--- config.mk ---
export PLATFORM = sky130hd
export DESIGN_NAME = sff_front_flat
export DESIGN_NICKNAME = d
export VERILOG_FILES = /design/src/rtl/sff_pkg.sv /design/src/rtl/sff_channels.sv /design/src/rtl/sff_front.sv /design/src/flat_wrapper.sv
export SDC_FILE = /design/constraint.sdc
export NUM_CORES = 1
export LEC_CHECK = 0
export BUFFER_PORTS_ARGS = -buffer_cell sky130_fd_sc_hd__buf_2
export CORE_MARGIN = 5
export CORE_UTILIZATION = 25
export DETAILED_ROUTE_END_ITERATION = 8
export RECOVER_POWER = 25
export SYNTH_ARGS = -nofsm -noshare
export SYNTH_HDL_FRONTEND = slang
export SYNTH_SLANG_ARGS = --single-unit
--- constraint.sdc ---
create_clock -name clk -period 7.4 [get_ports clk]
set_input_delay 0.74 -clock clk [delete_from_list [all_inputs] [get_ports clk]]
set_output_delay 0.74 -clock clk [all_outputs]
set_load 0.02 [all_outputs]
--- src/rtl/sff_pkg.sv ---
package sff_pkg;

  // storage geometry (cell (x, y) sits at address {y, x})
  localparam int MAX_COLS = 64;
  localparam int MAX_ROWS = 64;
  localparam int COL_W    = $clog2(MAX_COLS);
  localparam int ROW_W    = $clog2(MAX_ROWS);
  localparam int ADDR_W   = COL_W + ROW_W;
  localparam int DEPTH    = MAX_COLS * MAX_ROWS;

  // field widths
  localparam int OPC_W     = 3;
  localparam int POS_W     = 8;
  localparam int SZ_W      = 7;
  localparam int CELL_W    = 8;
  localparam int DIM_W     = 7;
  localparam int CFG_IDX_W = 2;

  // signed width for coordinate math: covers y + 2 * size_b and x - size_b
  localparam int CRD_W = 11;
  localparam logic signed [CRD_W-1:0] CRD_ZERO = '0;
  localparam logic signed [CRD_W-1:0] CRD_ONE  = CRD_W'(1);

  localparam logic [CELL_W-1:0] BLANK_CELL = CELL_W'(46);

  // command codes
  localparam logic [OPC_W-1:0] OP_CLEAR = 3'd0;
  localparam logic [OPC_W-1:0] OP_RECT  = 3'd1;
  localparam logic [OPC_W-1:0] OP_UP    = 3'd2;
  localparam logic [OPC_W-1:0] OP_DOWN  = 3'd3;
  localparam logic [OPC_W-1:0] OP_DIAM  = 3'd4;
  localparam logic [OPC_W-1:0] OP_READ  = 3'd5;

  // register indexes
  localparam logic [CFG_IDX_W-1:0] REG_CANVAS_W = 2'd0;
  localparam logic [CFG_IDX_W-1:0] REG_CANVAS_H = 2'd1;

  localparam logic [DIM_W-1:0] CANVAS_RESET = DIM_W'(64);
  localparam logic [DIM_W-1:0] COLS_CAP     = DIM_W'(MAX_COLS);
  localparam logic [DIM_W-1:0] ROWS_CAP     = DIM_W'(MAX_ROWS);

  // command queue between front and back
  localparam int Q_DEPTH = 4;
  localparam int Q_PTR_W = $clog2(Q_DEPTH);

  // classified command, as handed from front to back
  typedef struct packed {
    logic [OPC_W-1:0]        op;
    logic signed [POS_W-1:0] x;
    logic signed [POS_W-1:0] y;
    logic [SZ_W-1:0]         a;
    logic [SZ_W-1:0]         b;
    logic [CELL_W-1:0]       brush;
    logic [DIM_W-1:0]        cols;
    logic                    fill;
    logic                    rd_hit;
    logic                    rsp_range;
    logic [ROW_W-1:0]        row_lo;
    logic [ROW_W-1:0]        row_hi;
    logic [COL_W-1:0]        rd_col;
    logic [ROW_W-1:0]        rd_row;
  } desc_t;

endpackage

--- src/rtl/sff_channels.sv ---
interface sff_cmd_if import sff_pkg::*; ();
  logic                    valid;
  logic                    ready;
  logic [OPC_W-1:0]        opcode;
  logic signed [POS_W-1:0] x_pos;
  logic signed [POS_W-1:0] y_pos;
  logic [SZ_W-1:0]         size_a;
  logic [SZ_W-1:0]         size_b;
  logic [CELL_W-1:0]       brush;

  modport source (output valid, opcode, x_pos, y_pos, size_a, size_b, brush, input ready);
  modport sink   (input valid, opcode, x_pos, y_pos, size_a, size_b, brush, output ready);
endinterface


--- src/rtl/sff_front.sv ---
module sff_front import sff_pkg::*; (
  input  logic             clk,
  input  logic             rst,
  sff_cmd_if.sink          cmd,
  input  logic [DIM_W-1:0] canvas_width,
  input  logic [DIM_W-1:0] canvas_height,
  input  logic             init_busy,
  input  logic             q_full,
  output logic             q_push,
  output desc_t            q_wdata
);

  logic                    held_v;
  logic [OPC_W-1:0]        h_op;
  logic signed [POS_W-1:0] h_x;
  logic signed [POS_W-1:0] h_y;
  logic [SZ_W-1:0]         h_a;
  logic [SZ_W-1:0]         h_b;
  logic [CELL_W-1:0]       h_brush;

  logic [DIM_W-1:0]        cols;
  logic [DIM_W-1:0]        rows;
  logic signed [CRD_W-1:0] xs, ys, bs, rows_s, cols_s;
  logic signed [CRD_W-1:0] lo, hi, lo_c, hi_c;
  logic                    is_draw;
  logic                    shape_zero;
  logic                    rows_ok;
  logic                    rd_hit;

  // one holding stage for the incoming word
  assign q_push    = held_v && !q_full;
  assign cmd.ready = !init_busy && (!held_v || !q_full);

  always_ff @(posedge clk) begin
    if (rst) begin
      held_v <= 1'b0;
    end else if (cmd.valid && cmd.ready) begin
      held_v <= 1'b1;
    end else if (q_push) begin
      held_v <= 1'b0;
    end
  end

  always_ff @(posedge clk) begin
    if (cmd.valid && cmd.ready) begin
      h_op    <= cmd.opcode;
      h_x     <= cmd.x_pos;
      h_y     <= cmd.y_pos;
      h_a     <= cmd.size_a;
      h_b     <= cmd.size_b;
      h_brush <= cmd.brush;
    end
  end

  // active canvas, capped at storage size
  assign cols   = (canvas_width > COLS_CAP) ? COLS_CAP : canvas_width;
  assign rows   = (canvas_height > ROWS_CAP) ? ROWS_CAP : canvas_height;
  assign xs     = CRD_W'(h_x);
  assign ys     = CRD_W'(h_y);
  assign bs     = $signed(CRD_W'(h_b));
  assign rows_s = $signed(CRD_W'(rows));
  assign cols_s = $signed(CRD_W'(cols));

  // row band of each shape before clipping
  always_comb begin
    case (h_op)
      OP_CLEAR: begin
        lo = CRD_ZERO;
        hi = rows_s - CRD_ONE;
      end
      OP_RECT, OP_UP: begin
        lo = ys;
        hi = ys + bs - CRD_ONE;
      end
      OP_DOWN: begin
        lo = ys - bs + CRD_ONE;
        hi = ys;
      end
      OP_DIAM: begin
        lo = ys;
        hi = ys + bs + bs;
      end
      default: begin
        lo = CRD_ZERO;
        hi = -CRD_ONE;
      end
    endcase
  end

  assign lo_c    = (lo < CRD_ZERO) ? CRD_ZERO : lo;
  assign hi_c    = (hi > rows_s - CRD_ONE) ? rows_s - CRD_ONE : hi;
  assign rows_ok = (lo_c <= hi_c);

  // a diamond of zero distance still covers its apex
  assign is_draw    = h_op inside {[OP_CLEAR:OP_DIAM]};
  assign shape_zero = ((h_op == OP_RECT) && ((h_a == '0) || (h_b == '0))) ||
                      ((h_op inside {OP_UP, OP_DOWN}) && (h_b == '0));
  assign rd_hit     = (h_op == OP_READ) && (xs >= CRD_ZERO) && (xs < cols_s) &&
                      (ys >= CRD_ZERO) && (ys < rows_s);

  always_comb begin
    q_wdata           = '0;
    q_wdata.op        = h_op;
    q_wdata.x         = h_x;
    q_wdata.y         = h_y;
    q_wdata.a         = h_a;
    q_wdata.b         = h_b;
    q_wdata.brush     = (h_op == OP_CLEAR) ? BLANK_CELL : h_brush;
    q_wdata.cols      = cols;
    q_wdata.fill      = is_draw && !shape_zero && rows_ok;
    q_wdata.rd_hit    = rd_hit;
    q_wdata.rsp_range = is_draw || rd_hit;
    q_wdata.row_lo    = lo_c[ROW_W-1:0];
    q_wdata.row_hi    = hi_c[ROW_W-1:0];
    q_wdata.rd_col    = h_x[COL_W-1:0];
    q_wdata.rd_row    = h_y[ROW_W-1:0];
  end

endmodule

--- src/flat_wrapper.sv ---
// flat-port wrapper written by rule: the top's interface ports become plain ports
module sff_front_flat import sff_pkg::*;
  (clk, rst, canvas_width, canvas_height, init_busy, q_full, q_push, q_wdata, cmd_valid, cmd_opcode, cmd_x_pos, cmd_y_pos, cmd_size_a, cmd_size_b, cmd_brush, cmd_ready);
  sff_cmd_if cmd_i ();
  input  logic clk;
  input  logic rst;
  input  logic [DIM_W-1:0] canvas_width;
  input  logic [DIM_W-1:0] canvas_height;
  input  logic init_busy;
  input  logic q_full;
  output logic q_push;
  output desc_t q_wdata;
  input wire logic [$bits(cmd_i.valid)-1:0] cmd_valid;
  input wire logic [$bits(cmd_i.opcode)-1:0] cmd_opcode;
  input wire logic [$bits(cmd_i.x_pos)-1:0] cmd_x_pos;
  input wire logic [$bits(cmd_i.y_pos)-1:0] cmd_y_pos;
  input wire logic [$bits(cmd_i.size_a)-1:0] cmd_size_a;
  input wire logic [$bits(cmd_i.size_b)-1:0] cmd_size_b;
  input wire logic [$bits(cmd_i.brush)-1:0] cmd_brush;
  output wire logic [$bits(cmd_i.ready)-1:0] cmd_ready;
  assign cmd_i.valid = cmd_valid;
  assign cmd_i.opcode = cmd_opcode;
  assign cmd_i.x_pos = cmd_x_pos;
  assign cmd_i.y_pos = cmd_y_pos;
  assign cmd_i.size_a = cmd_size_a;
  assign cmd_i.size_b = cmd_size_b;
  assign cmd_i.brush = cmd_brush;
  assign cmd_ready = cmd_i.ready;
  sff_front u_core (.clk(clk), .rst(rst), .cmd(cmd_i), .canvas_width(canvas_width), .canvas_height(canvas_height), .init_busy(init_busy), .q_full(q_full), .q_push(q_push), .q_wdata(q_wdata));
endmodule
=== Word level (Yosys, flattened, before mapping) ===
Cells that the tools add are included.

* Bits in registers: 42
* Bits of input ports: 60
* Output and inout bits: 77

* $add $sub $neg: 6
* $lt $le $gt $ge: 11
* Equal/unequal tests: 5
* Multiplexer cells: 9
* Reduce and logical (&&, ||, !) cells: 27

{| class="wikitable"
|+ Operator list
! cell !! count
|-
| 11-bit one-hot mux with 4 select lines || 1
|-
| 11-bit 2-to-1 mux || 2
|-
| 11-bit one-hot mux with 2 select lines || 1
|-
| 8-bit by 1-bit >= comparator with 1-bit output (second input constant) || 2
|-
| 8-bit < comparator || 2
|-
| 7-bit greater-than comparator (second input constant) || 2
|-
| 7-bit logical NOT || 2
|-
| 7-bit 2-to-1 mux || 2
|-
| 1-bit logical AND || 12
|-
| 11-bit by 2-bit adder with 11-bit output (second input constant) || 1
|-
| 11-bit by 8-bit adder with 11-bit output || 1
|-
| 11-bit greater-than comparator || 1
|-
| 11-bit <= comparator || 1
|-
| 11-bit by 1-bit < comparator with 1-bit output (second input constant) || 1
|-
| 11-bit by 2-bit subtractor with 11-bit output (second input constant) || 1
|-
| 8-bit by 8-bit adder with 9-bit output || 1
|-
| 8-bit by 8-bit subtractor with 9-bit output || 1
|-
| 8-bit 2-to-1 mux || 1
|-
| 7-bit by 1-bit subtractor with 8-bit output (second input constant) || 1
|-
| 3-bit by 2-bit == test with 1-bit output (second input constant) || 2
|-
| 3-bit == test (second input constant) || 2
|-
| 1-bit logical NOT || 4
|-
| 1-bit logical OR || 4
|-
| 2-bit nonzero test || 2
|-
| 7 further kinds || 8
|}

=== Longest topological paths before layout ===
Gate-level depths: netlist of run 1.

* Depth in word-level cells: 8
* Mapped depth: 31
* Gate-level depth less buffers: 29

=== Least setup slack after synthesis of run 1 ===
No wires, ideal clock.

* Path type: flip-flop to output port
* Start: register u_core.h_y[1]
* End: output port q_wdata[26] in the netlist's numbering
* Arrival: 6.093 ns
* Setup slack: 0.567 ns
* Cell stages (with the launch flop): 29
* Path buffers: 1
* Cells stage by stage: edfxtp_1 -> inv_1 -> fa_1 -> o21bai_1 -> a21oi_1 -> xor2_1 -> ha_1 -> o21a_1 -> o31a_1 -> a21oi_1 -> or3b_2 -> a31o_2 -> o21ai_0 -> inv_1 -> ha_1 -> nand4_1 -> o221ai_1 -> a221oi_1 -> a31oi_1 -> buf_6 -> mux2i_1 -> inv_1 -> ha_1 -> a21o_1 -> a21oi_1 -> o21ai_0 -> nor2_1 -> o21ai_0 -> a222oi_1

{| class="wikitable"
|+ RTL lines
! element !! line !! RTL
|-
| from (decl) || sff_front.sv:16 || <nowiki>logic signed [POS_W-1:0] h_y;</nowiki>
|-
| from (signal assigned) || sff_front.sv:48 || <nowiki>h_y <= cmd.y_pos;</nowiki>
|-
| to (decl) || flat_wrapper.sv:12 || <nowiki>output desc_t q_wdata;</nowiki>
|}

==> results of run 1 <==
worst register-to-register path: cells and delay by family (launching register included):
kind               cells  cell delay [ns]
and+or+nand+nor        1             0.82
DFF                    1             0.32
AOI/OAI and AO/OA      1             0.15
cell families after synthesis:
family / share of synthesized area (%)
fa+ha+maj: 18.3
simple gates: 17.6
xor+xnor: 4.29
buf+inv: 7.77
mux: 2.39
compound gates: 20.3
other cells: 0.0875
flops: 29.2
sequential cells by signal, summed over array words and instances, names as in the netlist:
signal          cells
u_core.h_a          7
u_core.h_b          7
u_core.h_op         3
u_core.h_x          8
u_core.h_y          8
u_core.h_brush      8
u_core.held_v       1
report_power, final:
part / internal [uW] / leakage [uW] / switching, uW
combinational: 162 / 0.00202 / 223
clock: 134 / 0.0000729 / 90.4
sequential: 274 / 0.000392 / 9.16
cell usage after synthesis (all sizes together) (3+ instances only):
master	number	share of area [%]
or2	6	0.88
inv	39	3.4
buf	19	3.3
nand2	32	2.8
and2	7	1.0
ha	58	17
nand3	9	1.1
o32ai	3	0.61
nand4	4	0.73
o22ai	6	0.88
xnor2	13	2.7
a21o	13	2.3
or3	5	0.76
o21bai	5	0.88
nor2	42	3.7
o221ai	3	0.91
a21oi	23	2.7
edfxtp	41	29
xor2	8	1.6
mux2i	8	1.9
o21ai	18	2.1
o21a	4	0.70
fa	3	1.4
a211oi	5	0.99
nor4	6	0.88
nand2b	11	1.6
a22oi	7	1.2
nor3	8	0.93
clkbuf	8	0.99
nor2b	6	0.93
a2bb2oi	3	1.0
path summary, 6_finish.rpt:
| kind | slack (ns) | endpoint | startpoint | cells past startpoint |
|---|---|---|---|---|
| worst max register to register | 5.73 | u_core.h_b[1] | u_core.held_v | 2 |
| worst max-delay path | 0.31 | q_wdata[26] | u_core.h_y[0] | 30 |
| worst min-delay path | 0.52 | u_core.held_v | u_core.held_v | 2 |
| worst min register to register | 0.52 | u_core.held_v | u_core.held_v | 2 |
cell type report:
class,instances,area (sq um)
timing repair buffer,156,838
multi-input combinational,359,2820
clock buffer,6,139
fill,1773,11200
sequential,42,1250
tap,220,275
inverter,40,150
clock inverter,2,12.5
routing by layer:
metal | global-route usage (%) | wire length [um]
met4 | 3.82 | 248
met3 | 2.47 | 895
met2 | 22.1 | 6270
met1 | 16.9 | 5850
met5 | 0 | 0
metrics by stage:
step                hold WS [ns]  instance area, sq um
floorplan                  0.471                  4280
global placement           0.504                  5130
detailed placement         0.504                  5130
CTS                        0.522                  5280
global route               0.564                  5480
finish                     0.522                  5480
repair_timing:
item	CTS	global route
setup buffers	0	10
resized for setup	0	35
endpoints found under the hold margin	0	0
hold buffers	0	0
setup endpoints to repair	0	1
==> impl_results.md, run 1 <==
* Final Max Tran Viols at 0
* Arrival @ worst endpoint at roughly 6.4 ns
* CTS Buf Count at 5
* #FFs+latches synth at 42
* # port buffers at 136
* GRT Total Usage at between 10% and 20%
* Endpoints failing setup at 0
* Reg clk slew, reported paths at ~0.06 ns
* First-pass GRT wire length at ~21000 um
* Fin. Hold Viols at 0
* Post-route minimum period at around 7.1 ns
* Largest delay share family, worst path: compound AO/OA/AOI/OAI gates
* Starting density of the core at 25.7%
* Buffer and inverter count on the worst path at 5
* Die area at around 0.02 sq mm
* Placer Congestion at between 0.8 and 0.9
* Ys async rst share at 0%
* Avg Cell Area, Syn at 9.15 sq um
* Clk buf depth at 2
* Min-delay worst type: reg -> reg
* Starting DRC count in detailed routing at about 320
* Vias in the first global route at between 3000 and 4000
* Most common cell after layout, fill and taps aside: buf_2
* Remaining global-route overflow at 0
* Highest-delay cell along the critical path: edfxtp_1
* Vias per Instance at between 4 and 5
* Pre-CTS WS at around 0.39 ns
* Non-Filler Instances at 825
* Post-Synthesis Cell Area at between 0.004 and 0.005 sq mm
* Power Total at between 800 and 900 uW
* # IOs at 137
* Clk root buf: clkbuf_16
* Final Skew at roughly 0.0019 ns
* Drc violations at 0
* Mapped Cells at 468
* Vias at ~4000
* Fin Setup TNS at 0 ns
* Worst Path Required at around 6.7 ns
* H-tree levels at 2
* Placed cells at just over 800
* Row count at 47
* Slew margin rel. at 35.2%
* First-pass DRT Iterations at 7
* Register area share after synthesis at approximately 30%
* Crit share post-route at 95.8%
* CTS Sinks at 42
* Initial antenna violation count at 0
* Setup slack after layout at slightly above 0.3 ns
* Static leakage at ~0.0025 uW
* Worst slew pin tran at 0.971 ns
* # diodes at 0
* Die Span Y at roughly 140 um
* Final WL at between 10000 and 15000 um
* Skew-Pair Late Insertion Delay at ~0.29 ns
* Main synth FF type: edfxtp_1
* Fin nets at between 700 and 800
* Slowest stage delay, CP at between 0.4 and 0.5 ns
* Startpoint Class: flip-flop
* Largest net degree at the start of global routing at 43
* F_max at 0.141 GHz
* Die W at ~140 um
* Synthesized Nets at about 590
* Crit-path max FO at 5
* Worst VDD drop at approximately 0.18 mV
* Area grow syn2layout at 28.0%
* Final HPWL DP at roughly 11000 um
* Area of the core at roughly 0.017 sq mm
* Total number of yosys warnings at 0
* PD cells at roughly 160 mW/mm^2
* # Max-Cap Violations at 0
* DR WL/cell at between 15 and 20 um
* Commonest cells after routing, fill and taps aside: 136 x buf_2, 52 x ha_1, 41 x edfxtp_1, 40 x nor2_1, 37 x inv_1
* Number of library cell types mapped by synthesis at 78
* Antenna Nets Post-Route at 0
* CP endpoint kind: primary output
* Status: finished, final reports clean
* Share of layout cells above drive strength 1 at around 36%
* Post-synth EDFFs at 41
* Util after Layout at around 33%
* Worst Setup Path Type: reg -> out
* CTS tree: yes
Note: power is estimated with default switching activity, not from simulation.
==> run 2, diff against run 1 <==
--- a/config.mk
+++ b/config.mk
@@ -5,11 +5,13 @@
 export SDC_FILE = /design/constraint.sdc
 export NUM_CORES = 1
 export LEC_CHECK = 0
+export ABC_AREA = 1
 export BUFFER_PORTS_ARGS = -buffer_cell sky130_fd_sc_hd__buf_2
 export CORE_MARGIN = 5
 export CORE_UTILIZATION = 25
 export DETAILED_ROUTE_END_ITERATION = 8
 export RECOVER_POWER = 25
+export SETUP_SLACK_MARGIN = 0.3
 export SYNTH_ARGS = -nofsm -noshare
 export SYNTH_HDL_FRONTEND = slang
 export SYNTH_SLANG_ARGS = --single-unit
==> run 2 against run 1 <==
Clock skew increased by 0.0012 ns. Total power increased by 7.1%. Sequential cell count unchanged. Sequential power about the same. Critical path depth increased by 10. Global-route usage increased by 1.0 points. Die area increased by 3.8%. Maximum frequency increased by 8.4%. Routed wire length increased by 8.8%. Register-to-register slack improved by 0.17 ns. Largest cell class unchanged. Largest power group unchanged.
==> impl_results.md, run 2 <==
* Synthesized Nets at 730 (was 589)
* # IOs at 137 (unchanged)
* Most common cell after layout, fill and taps aside: nand2_1 (was buf_2)
* Most frequent cell after synthesis: nand2_1 (was ha_1)
* RR Startpoint: u_core.held_v (unchanged)
* Post-route minimum period at 6.54 ns (was 7.09 ns)
* Reg clk slew, reported paths at 0.06 ns (about the same)
* Fin area at 0.00556 sq mm (was 0.00548 sq mm)
* DR WL/cell at 14.9 um (was 16.1 um)
* Initial antenna violation count at 0 (unchanged)
* Top post-synthesis cells by area: edfxtp_1 28%, ha_1 16%, nand2_1 12% (was edfxtp_1 29%, ha_1 17%, nor2_1 3.6%)
* Crit-path max FO at 15 (was 5)
* Final Max Tran Viols at 0 (unchanged)
* Die area at 0.0206 sq mm (was 0.0199 sq mm)
* Drc violations at 0 (unchanged)
* Row count at 48 (was 47)
* Synth top area share at 27.6% (was 28.7%)
* Share of layout cells above drive strength 1 at 28.1% (was 35.5%)
* Final Skew at 0.00314 ns (was 0.00192 ns)
* Final HPWL DP at 12300 um (was 10700 um)
* #FFs+latches synth at 42 (unchanged)
* # port buffers at 136 (unchanged)
* Area leader, netlist: edfxtp_1 (unchanged)
* Final WL at 14400 um (was 13300 um)
* Most instantiated cells after synthesis: 140 x nand2_1, 98 x inv_1, 58 x ha_1 (was 58 x ha_1, 41 x edfxtp_1, 41 x nor2_1)
* Ys async rst share at 0% (unchanged)
* XOR/XNOR Fraction of Synth Area at 2.16% (was 4.29%)
* Placer Congestion at 0.916 (was 0.884)
* Total number of yosys warnings at 0 (unchanged)
* Vias per Instance at 4.50 (was 4.81)
* Arrival @ worst endpoint at 5.80 ns (was 6.35 ns)
* Synth Area in Compound Gates at 10.0% (was 20.3%)
* Psw at 354 uW (was 322 uW)
* Post-Synth Simple-Gate Area at 29.0% (was 17.6%)
* Highest-delay cell along the critical path: edfxtp_1 (unchanged)
* CP endpoint kind: primary output (unchanged)
* CP Launch Point: u_core.h_b[2] (was u_core.h_y[0])
* Min-delay worst type: in -> reg (was reg -> reg)
* GRT Total Usage at 14.0% (was 13.0%)
* Largest net degree at the start of global routing at 43 (unchanged)
* Skew-Pair Late Insertion Delay at 0.28 ns (was 0.29 ns)
* Worst Path Required at 6.66 ns (about the same)
* # Max-Cap Violations at 0 (unchanged)
* Clk buf depth at 2 (unchanged)
* Die W at 144 um (was 141 um)
* First-pass DRT Iterations at 4 (was 7)
* Remaining global-route overflow at 0 (unchanged)
* CTS Buf Count at 5 (unchanged)
* Main synth FF type: edfxtp_1 (unchanged)
* HP Start: cmd_opcode[1] (was u_core.held_v)
* Startpoint Class: flip-flop (unchanged)
* Sw frac at 37.0% (was 36.1%)
* Starting DRC count in detailed routing at 187 (was 322)
* Setup slack after layout at 0.859 ns (was 0.311 ns)
* Post-Synthesis Cell Area at 0.00446 sq mm (was 0.00428 sq mm)
* RSZ-0062 raised after global routing: false
* Antenna Nets Post-Route at 0 (unchanged)
* Register area at 0.00125 sq mm (unchanged)
* Largest regs: u_core.h_brush: 8 flops, u_core.h_x: 8 flops, u_core.h_y: 8 flops (unchanged)
* Mapped Cells at 609 (was 468)
* Sequential share of power at 29.7% (was 31.7%)
* Starting density of the core at 25.6% (was 25.7%)
* Status: finished, final reports clean (unchanged)
* Endpoints failing setup at 0 (unchanged)
* CTS Sinks at 42 (unchanged)
* Register area share after synthesis at 28.1% (was 29.2%)
* Placement Cell Area at 0.00530 sq mm (was 0.00513 sq mm)
* Int Pwr at 602 uW (was 570 uW)
* Fin. Hold Viols at 0 (unchanged)
* Power Total at 956 uW (was 893 uW)
* Fill cell count at 1903 (was 1773)
* First-pass GRT wire length at 22900 um (was 20900 um)
* # diodes at 0 (unchanged)
* Area grow syn2layout at 24.6% (was 28.0%)
* CTS tree: yes (unchanged)
* Slew margin rel. at 64.6% (was 35.2%)
* Avg Cell Area, Syn at 7.32 sq um (was 9.15 sq um)
* Commonest cells after routing, fill and taps aside: 140 x nand2_1, 136 x buf_2, 97 x inv_1, 57 x ha_1, 51 x nor2_1 (was 136 x buf_2, 52 x ha_1, 41 x edfxtp_1, 40 x nor2_1, 37 x inv_1)
* Adder-cell share of the synthesized area at 17.6% (was 18.3%)
* R2R Setup Slk at 5.90 ns (was 5.73 ns)
* Crit path top cell by count: nand2_1
* Worst slew pin tran at 0.531 ns (was 0.971 ns)
* Vias at 4343 (was 3966)
* F_max at 0.153 GHz (was 0.141 GHz)
* PD cells at 172 mW/mm^2 (was 163 mW/mm^2)
* Fin nets at 860 (was 725)
* Post-synth EDFFs at 41 (unchanged)
* Area of the core at 0.0174 sq mm (was 0.0167 sq mm)
* Fin Setup TNS at 0 ns (unchanged)
* Number of library cell types mapped by synthesis at 43 (was 78)
* H-tree levels at 2 (unchanged)
* Worst Setup Path Type: reg -> out (unchanged)
* Largest family of logic cells by synthesized area: simple AND/OR/NAND/NOR gates (was compound AO/OA/AOI/OAI gates)
* Crit share post-route at 88.4% (was 95.8%)
* Clock power share at 29.7% (was 25.1%)
* Area of the multi-input gates at 0.00267 sq mm (was 0.00282 sq mm)
* Pre-CTS WS at 0.839 ns (was 0.386 ns)
* Vias in the first global route at 4452 (was 3984)
* Logic gate share of total power at 40.5% (was 43.2%)
* Multiplexer share of the synthesized area at 0% (was 2.39%)
* Die Span Y at 144 um (was 141 um)
* Worst VDD drop at 0.191 mV (was 0.185 mV)
* Clk root buf: clkbuf_16 (unchanged)
* Util after Layout at 31.9% (was 32.8%)
* Slowest stage delay, CP at 0.39 ns (was 0.47 ns)
* Static leakage at 0.00288 uW (was 0.00249 uW)
[run 2: worst paths after layout]
kind,end,cells after the start
worst max register to register,u_core.h_brush[5],4
worst max-delay path,q_wdata[26],40
worst min-delay path,u_core.h_op[1],1
worst min register to register,u_core.held_v,4
[run 2: power groups by stage]
stage	sequential, uW	clock (uW)	combinational (uW)
6_report	284	284	387
4_1_cts	286	292	382
5_1_grt	286	302	441
3_3_place_gp	290	0	379
2_1_floorplan	297	0	265
3_5_place_dp	291	0	380
[run 2: layout make-up]
class	count	area share [%]
tap	225	5.07
timing repair buffer	143	13.2
inverter	115	7.77
multi-input combinational	432	48.0
sequential	42	22.5
clock inverter	3	1.24
clock buffer	5	2.25
[run 2: repair_timing]
| item | CTS | global route |
|---|---|---|
| gates resized for setup | 0 | 7 |
| hold buffers | 0 | 0 |
| setup buffers | 0 | 4 |
| setup endpoints to repair | 0 | 1 |
[run 2: per-layer routing]
metal	global-route usage (%)	wire length, um	up-vias
met5	0	0	-
met2	23.1	6430	170
met3	3.09	1190	26
li1	-	-	2237
met1	18.2	6450	1910
met4	4.76	348	0
[run 2: logic make-up (layout without fill, tap and decap cells)]
family          count (synthesis)  count (layout)
fa+ha+maj                      61              61
compound gates                 78              78
buf+inv                       135             266
flops                          42              42
xor+xnor                       11              11
simple gates                  281             281
other cells                     1               1
[run 2: critical path: cells and delay by family, from the launching register on]
family	cells	cell delay, ns
compound gates	8	1.09
xor+xnor	1	0.13
fa+ha+maj	4	1.30
buf+inv	6	0.50
flops	1	0.39
simple gates	21	2.10
[run 2: through the flow]
step           instances  hold WS (ns)
2_1_floorplan        609         0.552
3_3_place_gp         953         0.692
3_5_place_dp         953         0.715
4_1_cts              961         0.615
5_1_grt              965         0.614
6_report             965         0.624
