**src/rtl/sff_pkg.sv**
```systemverilog
package sff_pkg;

  // storage geometry (cell (x, y) sits at address {y, x})
  localparam int MAX_COLS = 64;
  localparam int MAX_ROWS = 64;
  localparam int COL_W    = $clog2(MAX_COLS);
  localparam int ROW_W    = $clog2(MAX_ROWS);
  localparam int ADDR_W   = COL_W + ROW_W;
  localparam int DEPTH    = MAX_COLS * MAX_ROWS;

  // field widths
  localparam int OPC_W     = 3;
  localparam int POS_W     = 8;
  localparam int SZ_W      = 7;
  localparam int CELL_W    = 8;
  localparam int DIM_W     = 7;
  localparam int CFG_IDX_W = 2;

  // signed width for coordinate math: covers y + 2 * size_b and x - size_b
  localparam int CRD_W = 11;
  localparam logic signed [CRD_W-1:0] CRD_ZERO = '0;
  localparam logic signed [CRD_W-1:0] CRD_ONE  = CRD_W'(1);

  localparam logic [CELL_W-1:0] BLANK_CELL = CELL_W'(46);

  // command codes
  localparam logic [OPC_W-1:0] OP_CLEAR = 3'd0;
  localparam logic [OPC_W-1:0] OP_RECT  = 3'd1;
  localparam logic [OPC_W-1:0] OP_UP    = 3'd2;
  localparam logic [OPC_W-1:0] OP_DOWN  = 3'd3;
  localparam logic [OPC_W-1:0] OP_DIAM  = 3'd4;
  localparam logic [OPC_W-1:0] OP_READ  = 3'd5;

  // register indexes
  localparam logic [CFG_IDX_W-1:0] REG_CANVAS_W = 2'd0;
  localparam logic [CFG_IDX_W-1:0] REG_CANVAS_H = 2'd1;

  localparam logic [DIM_W-1:0] CANVAS_RESET = DIM_W'(64);
  localparam logic [DIM_W-1:0] COLS_CAP     = DIM_W'(MAX_COLS);
  localparam logic [DIM_W-1:0] ROWS_CAP     = DIM_W'(MAX_ROWS);

  // command queue between front and back
  localparam int Q_DEPTH = 4;
  localparam int Q_PTR_W = $clog2(Q_DEPTH);

  // classified command, as handed from front to back
  typedef struct packed {
    logic [OPC_W-1:0]        op;
    logic signed [POS_W-1:0] x;
    logic signed [POS_W-1:0] y;
    logic [SZ_W-1:0]         a;
    logic [SZ_W-1:0]         b;
    logic [CELL_W-1:0]       brush;
    logic [DIM_W-1:0]        cols;
    logic                    fill;
    logic                    rd_hit;
    logic                    rsp_range;
    logic [ROW_W-1:0]        row_lo;
    logic [ROW_W-1:0]        row_hi;
    logic [COL_W-1:0]        rd_col;
    logic [ROW_W-1:0]        rd_row;
  } desc_t;

endpackage

```
**src/rtl/sff_queue.sv**
```systemverilog
module sff_queue import sff_pkg::*; (
  input  logic  clk,
  input  logic  rst,
  input  logic  push,
  input  desc_t wdata,
  output logic  full,
  input  logic  pop,
  output desc_t rdata,
  output logic  empty
);

  desc_t              slots [Q_DEPTH];
  logic [Q_PTR_W-1:0] wr_ptr;
  logic [Q_PTR_W-1:0] rd_ptr;
  logic [Q_PTR_W:0]   count;

  assign full  = (count == (Q_PTR_W+1)'(Q_DEPTH));
  assign empty = (count == '0);
  assign rdata = slots[rd_ptr];

  // pointers and fill level
  always_ff @(posedge clk) begin
    if (rst) begin
      wr_ptr <= '0;
      rd_ptr <= '0;
      count  <= '0;
    end else begin
      if (push) begin
        wr_ptr <= wr_ptr + 1'b1;
      end
      if (pop) begin
        rd_ptr <= rd_ptr + 1'b1;
      end
      if (push && !pop) begin
        count <= count + 1'b1;
      end else if (pop && !push) begin
        count <= count - 1'b1;
      end
    end
  end

  always_ff @(posedge clk) begin
    if (push) begin
      slots[wr_ptr] <= wdata;
    end
  end

endmodule

```
**config.mk**
```make
export PLATFORM = sky130hd
export DESIGN_NAME = sff_queue
export DESIGN_NICKNAME = d
export VERILOG_FILES = /design/src/rtl/sff_pkg.sv /design/src/rtl/sff_queue.sv
export SDC_FILE = /design/constraint.sdc
export NUM_CORES = 1
export LEC_CHECK = 0
export BUFFER_PORTS_ARGS = -buffer_cell sky130_fd_sc_hd__buf_2
export CAP_MARGIN = 20
export CORE_ASPECT_RATIO = 0.75
export CORE_MARGIN = 1.5
export CORE_UTILIZATION = 54
export DETAILED_ROUTE_END_ITERATION = 8
export PLACE_DENSITY = 0.81
export SETUP_SLACK_MARGIN = 0.2
export SLEW_MARGIN = 40
export SYNTH_ARGS = -nofsm -noshare
export SYNTH_HDL_FRONTEND = slang
export SYNTH_SLANG_ARGS = --single-unit
```
**constraint.sdc**
```tcl
create_clock -name clk -period 3.6 [get_ports clk]
set_input_delay 1.08 -clock clk [delete_from_list [all_inputs] [get_ports clk]]
set_output_delay 1.08 -clock clk [all_outputs]
set_load 0.05 [all_outputs]
```
# After elaboration in Yosys (flattened, before gate mapping)
# Memory sizes are Yosys's and may differ from the RTL's. A register that Yosys moved wholly into a read port is not among the register bits.
# Cells that the tools add are included.
[totals]
elab_cells = 21
input_bits = 79
memories = 1
regBits = 7
mem_bits_rw = 300
out_inout_bits = 77
[classes]
n_addsub = 4
n_mux = 6
n_eq_ne = 1
n_reduce_logical = 6
[memory_table]
columns = ["memory", "depth", "width", "read_ports", "rd_clocked_by_memory_dff", "write_ports", "line", "rtl"]
rows = [
  ["slots", 4, 75, 1, 1, 1, "sff_queue.sv:12", "desc_t slots [Q_DEPTH];"],
]
[op_table]
columns = ["cell", "count"]
rows = [
  ["2-to-1 mux 3 bit", 2],
  ["adder 2 x 1 -> 2 bit (second input constant)", 2],
  ["2-to-1 mux 2 bit", 2],
  ["adder 3 x 1 -> 3 bit (second input constant)", 1],
  ["equality test 3 bit (second input constant)", 1],
  ["logical NOT 3 bit", 1],
  ["subtractor 3 x 1 -> 3 bit (second input constant)", 1],
  ["logical AND 1 bit", 2],
  ["logical NOT 1 bit", 2],
  ["2-to-1 mux 1 bit", 2],
  ["nonzero test 2 bit", 1],
]

# Longest topological paths before layout
# Gate-level depths: netlist (run 1).
[depth]
word_depth = 4
ltp_mapped = 7

# Worst setup path after synthesis (run 1)
# Ideal clock, no wire load.
[synth_timing]
path_kind = "input -> register"
from = "input port push"
to = "memory slots[0][0] (netlist bit), enable pin"
setup_time_ns = 0.441
path_slack_ns = 0.327
stages = 1
path_buffers = 0
required_time_ns = 3.159
arrival_time_ns = 2.832
path_cell_list = "and2_1"
[synth_between]
elab_chain_cells = 2
[synth_rtl]
columns = ["element", "line", "rtl"]
rows = [
  ["start, declared", "sff_queue.sv:4", "input logic push,"],
  ["2-to-1 mux 1 bit", "sff_queue.sv:43", "if (push) begin"],
  ["2-to-1 mux 1 bit (not written as such)", "sff_queue.sv:44", "slots[wr_ptr] <= wdata;"],
  ["end, declared", "sff_queue.sv:12", ""],
]
# Every way passes these cells.

==> results of run 1 <==
-- worst max-delay path: cells and delay by family, from the launching register on --
kind / cells / cell delay [ns]
buffers and inverters: 2 / 0.56
flip-flops: 1 / 0.69
multiplexers: 1 / 0.39
-- through the flow --
stage          setup WS, ns  cell area (um2)  hold WS, ns
5_1_grt               0.223            13400        0.545
4_1_cts               0.206            13300        0.525
3_3_place_gp          0.765            12400        0.478
6_report              0.321            13400        0.526
2_1_floorplan         0.327            11200        0.466
3_5_place_dp          0.762            12400        0.514
-- registers in the layout, summed over array words and instances, names as in the netlist, named ones only --
| signal | count |
|---|---|
| count | 3 |
| wr_ptr | 2 |
| slots | 300 |
| rd_ptr | 2 |
-- worst paths after layout --
check	endpoint	slack (ns)	depth (start not counted)
worst max register to register	slots[3][6]$_DFFE_PP_	1.79	3
worst max-delay path	rdata[25]	0.32	3
worst min register to register	count[2]$_SDFFE_PP0P_	0.53	2
worst min-delay path	count[2]$_SDFFE_PP0P_	0.53	2
-- metal layers --
| metal | GRT usage | up-vias |
|---|---|---|
| li1 | - | 2221 |
| met1 | 0.269 | 2661 |
| met2 | 0.303 | 186 |
| met3 | 0.0485 | 27 |
| met4 | 0.0318 | 4 |
| met5 | 0 | - |
-- layout by cell type, fill, tap and decap left out --
cell type and instances:
o21ai_0 1, fa_1 1, inv_8 1, xor2_1 3, edfxtp_1 300, and2_4 4
xnor2_1 2, or3_1 1, a21oi_1 1, clkbuf_1 9, buf_4 6, dfxtp_1 7
nor2_1 7, buf_12 7, diode_2 4, clkbuf_16 29, nor3b_1 1, nor3_1 1
mux2i_1 2, mux4_2 75, inv_1 4, clkinv_2 8, dfxtp_4 2, clkbuf_8 3
nand2_1 1, bufinv_16 2, ha_1 5, buf_2 155
-- cell families (layout without fill, tap and decap cells) --
kind of cell / after synthesis / count (layout) / synth area share
muxes: 77 / 77 / 0.152
and+or+nand+nor: 15 / 15 / 0.00656
buffers and inverters: 21 / 224 / 0.0123
adders and majority gates: 6 / 6 / 0.00734
xor gates and xnor gates: 5 / 5 / 0.00389
AOI/OAI and AO/OA: 2 / 2 / 0.000889
DFF: 309 / 309 / 0.817
other: 0 / 4 / 0
-- synthesized netlist by cell type --
master      n
o21ai_0     1
and2_1      4
nor2_1      7
mux4_2     75
nor3b_1     1
dfxtp_1     9
xnor2_1     2
nand2_1     1
clkbuf_1    3
buf_6       6
fa_1        1
buf_4       2
ha_1        5
nor3_1      1
or3_1       1
xor2_1      3
buf_2       6
mux2i_1     2
a21oi_1     1
inv_1       4
edfxtp_1  300
-- layout make-up --
class	instances	area share
Clock buffer	41	0.0599
Sequential cell	309	0.687
Tap cell	282	0.0264
Timing Repair Buffer	168	0.0718
Clock inverter	11	0.00832
Antenna cell	4	0.000748
Multi-Input combinational cell	105	0.144
Inverter	4	0.00112
-- report_power, final --
group / switching (uW) / internal, uW
sequential: 62.4 / 4130
clock: 1190 / 1690
combinational: 810 / 362
total: 2070 / 6180
==> summary.md, run 1 <==
| Metric | Value |
|---|---|
| Status | `completed` |
| Crit-path cells | `buf_12, mux4_2, buf_2` |
| Unrepaired setup endpoints after global routing | `no` |
| Slowest CP cell | `dfxtp_4` |
| CTS tree | `done` |
| Fin. max-slew vios | `0` |
| Total routed wirelength | `20,000 um` |
| Count of final hold-check violations | `0` |
| Total gr overflow | `0` |
| Cts hold-fix bufs | `0` |
| 1st-pass router iterations | `4` |
| Crit path kind | `flip-flop to output pin` |
| 1st-iter DRT viols | `561` |
| Leak pwr | `0.00453 uW` |
| Metal1 wirelength | `8500 um` |
| Root Buffer | `clkbuf_16` |
| CP arrival | `2.20 ns` |
| GRT Util Overall | `0.188` |
| Clock Sinks | `309` |
| DR top layer | `met5` |
| Top-area cell type share of the netlist area | `0.801` |
| Multi-input logic area | `1930 um2` |
| Worst path required time | `2.52 ns` |
| Total power | `8250 uW` |
| Synth Warn # | `0` |
| Final TNS setup | `0 ns` |
| Post-Syn Area | `11,200 um2` |
| Input/output buffers | `155` |
| WL/cell | `21.6 um` |
| HP Start | `count[2]$_SDFFE_PP0P_` |
| I/O pins | `156` |
| Hold crit path type | `flip-flop to flip-flop` |
| Peak VDD IR | `0.000446 V` |
| Core area | `20,300 um2` |
| Routed length on met3 | `1740 um` |
| Clk_lat worst skew | `0.52 ns` |
| Post-CTS Setup Bufs | `0` |
| Reg area | `9200 um2` |
| First-pass GRT wire length | `30,400 um` |
| Via count | `5,099` |
| Synth area leaders | `edfxtp_1 80%, mux4_2 15%, dfxtp_1 1.6%` |
| Largest net degree at the start of global routing | `45` |
| Area Overhead vs Synth | `18.9%` |
| Startpoint types | `flip-flop` |
| Vias/cell | `5.52` |
| Post-synthesis register bit count | `309` |
| Met2 Wirelength | `9480 um` |
| Syn nets | `520` |
| Setup-failing EPs final | `0` |
| Post-DRT Antenna Nets | `0` |
| Die Width | `170 um` |
| Fin Clk Skew | `0.00863 ns` |
| Max-Cap Viols | `0` |
| H-tree levels | `1` |
| Initial antenna violation count | `4` |
| Reg2reg start | `wr_ptr[0]$_SDFFE_PP0P_` |
| FP Rows | `45` |
| Chip Height | `128 um` |
| Gate Count Post-Synth | `435` |
| Post-DP HPWL | `12,100 um` |
| Achievable clock frequency | `305 MHz` |
| Final core utilization | `0.658` |
| Slew @ Worst Pin | `0.605 ns` |
| CTS max path bufs | `3` |
| Worst-path maximum fanout | `44` |
| Leading area contributor after synthesis | `edfxtp_1` |
| Seq/Total Area, Yosys | `0.817` |
| Critical Path End Type | `output pin` |
| Fin nets | `701` |
| Die Area | `21,700 um2` |
| Dpl cells | `864` |
| Fillers | `1,274` |
| Routability cong. | `0.732` |
| P per Cell Area | `617 nW/um2` |
| Initial Utilization | `0.553` |
| Post_cts resized | `0` |
| Mapped Avg Cell Area | `25.9 um2` |
| Worst-path clk slew | `0.06 ns` |
| Crit-path max cell delay | `0.69 ns` |
| Synth unique cells | `21` |
| Drt drc | `0` |
| Vias in the first global route | `5,434` |
| Non-Filler Instances | `924` |
| Layout cells sized above 1 | `0.458` |
| Relative slew slack | `0.597` |
| Minimum clock period | `3.28 ns` |
| Period utilization | `0.911` |
| TritonCTS Buffers | `28` |
No activity file was read; power rests on OpenSTA's default activity.
==> inputs of run 2 (changes only) <==
--- a/config.mk
+++ b/config.mk
@@ -5,15 +5,18 @@
 export SDC_FILE = /design/constraint.sdc
 export NUM_CORES = 1
 export LEC_CHECK = 0
+export ABC_AREA = 1
 export BUFFER_PORTS_ARGS = -buffer_cell sky130_fd_sc_hd__buf_2
 export CAP_MARGIN = 20
 export CORE_ASPECT_RATIO = 0.75
 export CORE_MARGIN = 1.5
 export CORE_UTILIZATION = 54
+export CTS_BUF_LIST = sky130_fd_sc_hd__clkbuf_4 sky130_fd_sc_hd__clkbuf_8
 export DETAILED_ROUTE_END_ITERATION = 8
-export PLACE_DENSITY = 0.81
+export PLACE_DENSITY = 0.8
 export SETUP_SLACK_MARGIN = 0.2
 export SLEW_MARGIN = 40
 export SYNTH_ARGS = -nofsm -noshare
 export SYNTH_HDL_FRONTEND = slang
 export SYNTH_SLANG_ARGS = --single-unit
+export TNS_END_PERCENT = 1
==> run 2 against run 1 <==
Sequential power barely moved; critical path depth rose by 1; global-route usage rose by 2.2 points; register-to-register slack got worse by 0.03 ns; worst setup slack got worse by 0.046 ns; sequential share of layout area fell by 4.2 points; maximum frequency fell by 1.4%; combinational power barely moved; via count rose by 39%; critical endpoint is now rdata[22].
==> summary.md, run 2 <==
| Metric | Value |
|---|---|
| Clk_lat worst skew | `0.55 ns (was 0.52 ns)` |
| DP Worst Slack | `0.726 ns (was 0.762 ns)` |
| FP Rows | `47 (was 45)` |
| Critical Path End Type | `output pin (unchanged)` |
| Most common cell in the netlist | `edfxtp_1 (unchanged)` |
| Die Area | `23,700 um2 (was 21,700 um2)` |
| Final TNS setup | `0 ns (unchanged)` |
| Worst path required time | `2.52 ns (about the same)` |
| Root Buffer | `clkbuf_8 (was clkbuf_16)` |
| CP arrival | `2.25 ns (was 2.20 ns)` |
| Total routed wirelength | `24,600 um (was 20,000 um)` |
| EDFF count, synth | `300 (unchanged)` |
| Clock Sinks | `309 (unchanged)` |
| Initial antenna violation count | `4 (unchanged)` |
| Largest reg by FF count | `slots (unchanged)` |
| Vias in the first global route | `7,184 (was 5,434)` |
| Vias/cell | `5.52 (about the same)` |
| H-tree levels | `2 (was 1)` |
| Dominant synthesized flop cell | `edfxtp_1 (unchanged)` |
| Max-Cap Viols | `0 (unchanged)` |
| Gate Count Post-Synth | `783 (was 435)` |
| Mapped Avg Cell Area | `15.7 um2 (was 25.9 um2)` |
| Crit-path cells | `buf_16, o21ai_0, o22ai_2, buf_2 (was buf_12, mux4_2, buf_2)` |
| Post-CTS Setup Bufs | `0 (unchanged)` |
| Synth unique cells | `25 (was 21)` |
| Dpl cells | `1,203 (was 864)` |
| Top Registers | `slots x300, count x3 (unchanged)` |
| CTS max path bufs | `3 (unchanged)` |
| Count of final hold-check violations | `0 (unchanged)` |
| Leading area contributor after synthesis | `edfxtp_1 (unchanged)` |
| Total power | `8040 uW (was 8250 uW)` |
| Max reg flops | `300 (unchanged)` |
| Fillers | `1,609 (was 1,274)` |
| Input/output buffers | `155 (unchanged)` |
| Post_cts resized | `1 (was 0)` |
| I/O pins | `156 (unchanged)` |
| First-pass GRT wire length | `38,300 um (was 30,400 um)` |
| Slowest CP cell | `dfxtp_4 (unchanged)` |
| Asr flop ratio synth | `0 (unchanged)` |
| 1st-iter DRT viols | `443 (was 561)` |
| Slew @ Worst Pin | `0.712 ns (was 0.605 ns)` |
| Multi-input logic area | `2710 um2 (was 1930 um2)` |
| Setup ws final | `0.274 ns (was 0.321 ns)` |
| 1st-pass router iterations | `5 (was 4)` |
| Worst-path maximum fanout | `150 (was 44)` |
| Most common cell after layout, fill and taps aside | `edfxtp_1 (unchanged)` |
| Total gr overflow | `0 (unchanged)` |
| Hold crit path type | `flip-flop to flip-flop (unchanged)` |
| TritonCTS Buffers | `46 (was 28)` |
| Routability cong. | `0.747 (was 0.732)` |
| Drt drc | `0 (unchanged)` |
| Via count | `7,096 (was 5,099)` |
| P per Cell Area | `564 nW/um2 (was 617 nW/um2)` |
| Area Overhead vs Synth | `15.6% (was 18.9%)` |
| Cts hold-fix bufs | `0 (unchanged)` |
| Minimum clock period | `3.33 ns (was 3.28 ns)` |
| Status | `completed (unchanged)` |
| Hold Slack | `0.442 ns (was 0.526 ns)` |
| Unrepaired setup endpoints after global routing | `yes (was no)` |
| Worst-path clk slew | `0.07 ns (was 0.06 ns)` |
| Reg area | `9200 um2 (unchanged)` |
| Period utilization | `0.924 (was 0.911)` |
| Synth area leaders | `edfxtp_1 73%, o21ai_0 5.3%, o22ai_2 5.1% (was edfxtp_1 80%, mux4_2 15%, dfxtp_1 1.6%)` |
| Seq/Total Area, Yosys | `0.746 (was 0.817)` |
| Peak VDD IR | `0.000344 V (was 0.000446 V)` |
| Syn nets | `868 (was 520)` |
| WL/cell | `19.2 um (was 21.6 um)` |
| Core area | `22,200 um2 (was 20,300 um2)` |
| Startpoint types | `flip-flop (unchanged)` |
| Achievable clock frequency | `301 MHz (was 305 MHz)` |
| Fin. max-slew vios | `0 (unchanged)` |
| Initial Utilization | `0.554 (was 0.553)` |
| Synth Warn # | `0 (unchanged)` |
| Crit-path max cell delay | `0.40 ns (was 0.69 ns)` |
| Post-DP HPWL | `14,300 um (was 12,100 um)` |
| Die Width | `177 um (was 170 um)` |
| CTS tree | `done (unchanged)` |
| Fin nets | `1,042 (was 701)` |
| Setup-failing EPs final | `0 (unchanged)` |
| GRT Util Overall | `0.211 (was 0.188)` |
| Crit path kind | `flip-flop to output pin (unchanged)` |
| Relative slew slack | `0.525 (was 0.597)` |
| Chip Height | `134 um (was 128 um)` |
| Post-DRT Antenna Nets | `0 (unchanged)` |
| Post-synth top cells | `300 x edfxtp_1, 130 x o21ai_0, 101 x nor2_1 (was 300 x edfxtp_1, 75 x mux4_2, 9 x dfxtp_1)` |
| Post-Syn Area | `12,300 um2 (was 11,200 um2)` |
| Leak pwr | `0.00494 uW (was 0.00453 uW)` |
| Top-area cell type share of the netlist area | `0.731 (was 0.801)` |
| Non-Filler Instances | `1,285 (was 924)` |
| Layout cells sized above 1 | `0.365 (was 0.458)` |
| Post-synthesis register bit count | `309 (unchanged)` |
| Largest net degree at the start of global routing | `151 (was 45)` |
| Most frequent cells in the layout | `300 x edfxtp_1, 155 x buf_2, 130 x o21ai_0, 101 x nor2_1 (was 300 x edfxtp_1, 155 x buf_2, 75 x mux4_2, 29 x clkbuf_16, 9 x clkbuf_1)` |
| Fin Clk Skew | `0.0235 ns (was 0.00863 ns)` |
run 2: cell families (layout without fill, tap and decap cells):
group           Yosys count  after routing  share of synthesized area
simple gates            169            169                     0.0835
xor+xnor                  1              1                   0.000711
buf+inv                  65            272                     0.0340
fa+ha+maj                 6              6                    0.00670
other cells               0              1                          0
flops                   309            309                      0.746
compound gates          233            233                      0.129
run 2: worst max-delay path: cells and delay by family, from the launching register on:
| kind | cells | cell delay [ns] |
|---|---|---|
| compound gates | 2 | 0.44 |
| buf+inv | 2 | 0.71 |
| flops | 1 | 0.40 |
run 2: power breakdown:
group	internal, uW	switching [uW]	leakage [uW]
clock	1440	1250	0.000460
sequential	4110	47.8	0.00283
combinational	288	900	0.00165
run 2: final timing paths:
check	start	to	slack, ns	depth (start not counted)
worst min-delay path	rd_ptr[1]$_SDFFE_PP0P_	rd_ptr[1]$_SDFFE_PP0P_	0.44	1
worst max-delay path	flip-flop	rdata[22]	0.27	4
worst min register to register	rd_ptr[1]$_SDFFE_PP0P_	rd_ptr[1]$_SDFFE_PP0P_	0.44	1
worst max register to register	wr_ptr[0]$_SDFFE_PP0P_	slots[2][37]$_DFFE_PP_	1.76	5
run 2: area by class of cell:
type	count	share of cell area
diodes	1	0.000176
clock inverters	19	0.00782
repair buffers	174	0.0714
well taps	294	0.0258
multi-input cells	409	0.190
inverters	17	0.00545
clock buffers	62	0.0533
flip-flops and latches	309	0.646
run 2: routing by layer:
| metal | part of all wire | GRT usage | wire length, um |
|---|---|---|---|
| met5 | 0.0014 | 0 | 34 |
| met4 | 0.015 | 0.0523 | 369 |
| met3 | 0.079 | 0.0558 | 1960 |
| met2 | 0.47 | 0.341 | 11700 |
| met1 | 0.43 | 0.287 | 10600 |
run 2: metrics by stage:
| stage | area (um2) | util |
|---|---|---|
| detailed placement | 13400 | 0.601 |
| floorplan | 12300 | - |
| finish | 14200 | 0.641 |
| CTS | 14200 | 0.640 |
| global placement | 13400 | 0.601 |
| global route | 14200 | 0.641 |
==> inputs of run 3 (changes only) <==
--- a/config.mk
+++ b/config.mk
@@ -14,6 +14,7 @@
 export CTS_BUF_LIST = sky130_fd_sc_hd__clkbuf_4 sky130_fd_sc_hd__clkbuf_8
 export DETAILED_ROUTE_END_ITERATION = 8
 export PLACE_DENSITY = 0.8
+export RECOVER_POWER = 100
 export SETUP_SLACK_MARGIN = 0.2
 export SLEW_MARGIN = 40
 export SYNTH_ARGS = -nofsm -noshare
==> run 3 against run 2 <==
Hold slack worse by 0.0010 ns; highest routed layer unchanged; the flow now finishes with violations (max-capacitance violations, max-slew violations); sequential share of layout area up 0.83 points; clock skew hardly changed; count of clock-buffer cells in the layout is the same; maximum frequency is 2.1% lower; critical path depth grew 1; cell count unchanged; global-route usage unchanged; cell area is 1.3% lower; first-iteration DRC count fell by 2.0%; largest power group unchanged; largest cell class unchanged; critical path type unchanged; power is 0.35% lower.
==> summary.md, run 3 (synthesized netlist as in run 2, its figures left out) <==
| Metric | Value |
|---|---|
| Status | `finished with violations (was completed)` |
| Failing checks | `max-capacitance violations, max-slew violations` |
| Final TNS setup | `0 ns (unchanged)` |
| Most frequent cells in the layout | `300 x edfxtp_1, 130 x o21ai_0, 101 x nor2_1, 85 x clkbuf_1, 68 x clkbuf_2 (was 300 x edfxtp_1, 155 x buf_2, 130 x o21ai_0, 101 x nor2_1)` |
| Core area | `22,200 um2 (unchanged)` |
| Drt drc | `0 (unchanged)` |
| 1st-iter DRT viols | `434 (was 443)` |
| Initial antenna violation count | `1 (was 4)` |
| Minimum clock period | `3.40 ns (was 3.33 ns)` |
| Sw power | `2200 uW (about the same)` |
| CTS tree | `done (unchanged)` |
| Input/output buffers | `155 (unchanged)` |
| Hold crit path type | `flip-flop to flip-flop (unchanged)` |
| I/O pins | `156 (unchanged)` |
| Setup-failing EPs final | `0 (unchanged)` |
| P per Cell Area | `570 nW/um2 (was 564 nW/um2)` |
| Part of the power in registers | `0.520 (was 0.517)` |
| Final core utilization | `0.633 (was 0.641)` |
| Post-DP HPWL | `14,300 um (unchanged)` |
| Max-Cap Viols | `1 (was 0)` |
| Total gr overflow | `0 (unchanged)` |
| Leak pwr | `0.00468 uW (was 0.00494 uW)` |
| Peak VDD IR | `0.000343 V (was 0.000344 V)` |
| Layout cells sized above 1 | `0.279 (was 0.365)` |
| CTS max path bufs | `3 (unchanged)` |
| Most common cell after layout, fill and taps aside | `edfxtp_1 (unchanged)` |
| Die Width | `177 um (unchanged)` |
| Total routed wirelength | `24,600 um (about the same)` |
| Non-Filler Instances | `1,285 (unchanged)` |
| Vias in the first global route | `7,184 (unchanged)` |
| Slew @ Worst Pin | `1.85 ns (was 0.712 ns)` |
| Fraction of power spent switching nets | `0.274 (about the same)` |
| First-pass GRT wire length | `38,300 um (unchanged)` |
| FP Rows | `47 (unchanged)` |
| Fin. max-slew vios | `30 (was 0)` |
| CP arrival | `2.32 ns (was 2.25 ns)` |
| Period utilization | `0.944 (was 0.924)` |
| Top Registers | `slots x300, count x3 (unchanged)` |
| Critical Path End Type | `output pin (unchanged)` |
| Achievable clock frequency | `294 MHz (was 301 MHz)` |
| Cts hold-fix bufs | `0 (unchanged)` |
| Relative slew slack | `-0.230 (was 0.525)` |
| GRT Util Overall | `0.211 (unchanged)` |
| Crit path kind | `flip-flop to output pin (unchanged)` |
| WL/cell | `19.2 um (about the same)` |
| Largest reg by FF count | `slots (unchanged)` |
| Root Buffer | `clkbuf_8 (unchanged)` |
| Largest net degree at the start of global routing | `151 (unchanged)` |
| Unrepaired setup endpoints after global routing | `yes (unchanged)` |
| Die Area | `23,700 um2 (unchanged)` |
| Count of final hold-check violations | `0 (unchanged)` |
| FF-to-FF setup slack | `0.56 ns (was 1.76 ns)` |
| Max reg flops | `300 (unchanged)` |
| Combinational power share | `0.145 (was 0.148)` |
| Vias/cell | `5.52 (about the same)` |
| 1st-pass router iterations | `5 (unchanged)` |
| Chip Height | `134 um (unchanged)` |
| Power share of the clock group | `0.335 (about the same)` |
| Clk_lat worst skew | `0.55 ns (about the same)` |
| H-tree levels | `2 (unchanged)` |
| Fin nets | `1,042 (unchanged)` |
| Via count | `7,094 (was 7,096)` |
| Area Overhead vs Synth | `14.2% (was 15.6%)` |
| Hold Slack | `0.441 ns (was 0.442 ns)` |
| Worst-path clk slew | `0.06 ns (was 0.07 ns)` |
| Fin Clk Skew | `0.0234 ns (was 0.0235 ns)` |
| Dpl cells | `1,203 (unchanged)` |
| Worst path required time | `2.52 ns (about the same)` |
| Worst-path maximum fanout | `49 (was 150)` |
| TritonCTS Buffers | `46 (unchanged)` |
| Post-DRT Antenna Nets | `0 (unchanged)` |
| Clock Sinks | `309 (unchanged)` |
| Total power | `8010 uW (was 8040 uW)` |
| Internal Power | `5820 uW (was 5840 uW)` |
| Initial Utilization | `0.554 (unchanged)` |
| Post-CTS Setup Bufs | `0 (unchanged)` |
| Startpoint types | `flip-flop (unchanged)` |
| Routability cong. | `0.747 (unchanged)` |
| Post_cts resized | `1 (unchanged)` |
## run 3: metrics by stage
stage | cell area, um2 | setup WS [ns]
floorplan | 12300 | 0.603
global placement | 13400 | 0.778
detailed placement | 13400 | 0.726
CTS | 14200 | 0.188
global route | 14100 | 0.0911
finish | 14100 | 0.202
## run 3: power groups by stage
stage,sequential (uW),combinational [uW],clock [uW]
floorplan,4230,884,0
detailed placement,4230,1190,0
global placement,4230,1170,0
finish,4160,1160,2690
global route,4170,1240,2880
CTS,4160,1200,2730
## run 3: worst max-delay path: stages, from the launching register on
cell      delay, ns
dfxtp_4        0.37
inv_8          0.35
buf_6          0.42
o21ai_0        0.16
o22ai_2        0.11
clkbuf_2       0.34
## run 3: per-layer routing
| metal | track usage | up-vias | share of wire |
|---|---|---|---|
| met1 | 0.287 | 3545 | 0.43 |
| met2 | 0.341 | 210 | 0.47 |
| met5 | 0 | - | 0.00053 |
| li1 | - | 3299 | - |
| met4 | 0.0523 | 2 | 0.016 |
| met3 | 0.0558 | 38 | 0.078 |
## run 3: worst paths after layout
path	startpoint	endpoint	cells after the start
max	flip-flop	rdata[27]	5
min	rd_ptr[1]$_SDFFE_PP0P_	rd_ptr[1]$_SDFFE_PP0P_	1
max reg2reg	wr_ptr[0]$_SDFFE_PP0P_	slots[2][32]$_DFFE_PP_	5
min reg2reg	rd_ptr[1]$_SDFFE_PP0P_	rd_ptr[1]$_SDFFE_PP0P_	1
## run 3: final cells by class
class,instances,area [um2]
repair buffers,174,837
clock inverters,19,111
diodes,1,2.50
clock buffers,62,759
well taps,294,368
fillers,1655,8170
flip-flops and latches,309,9200
multi-input cells,409,2710
inverters,17,77.6
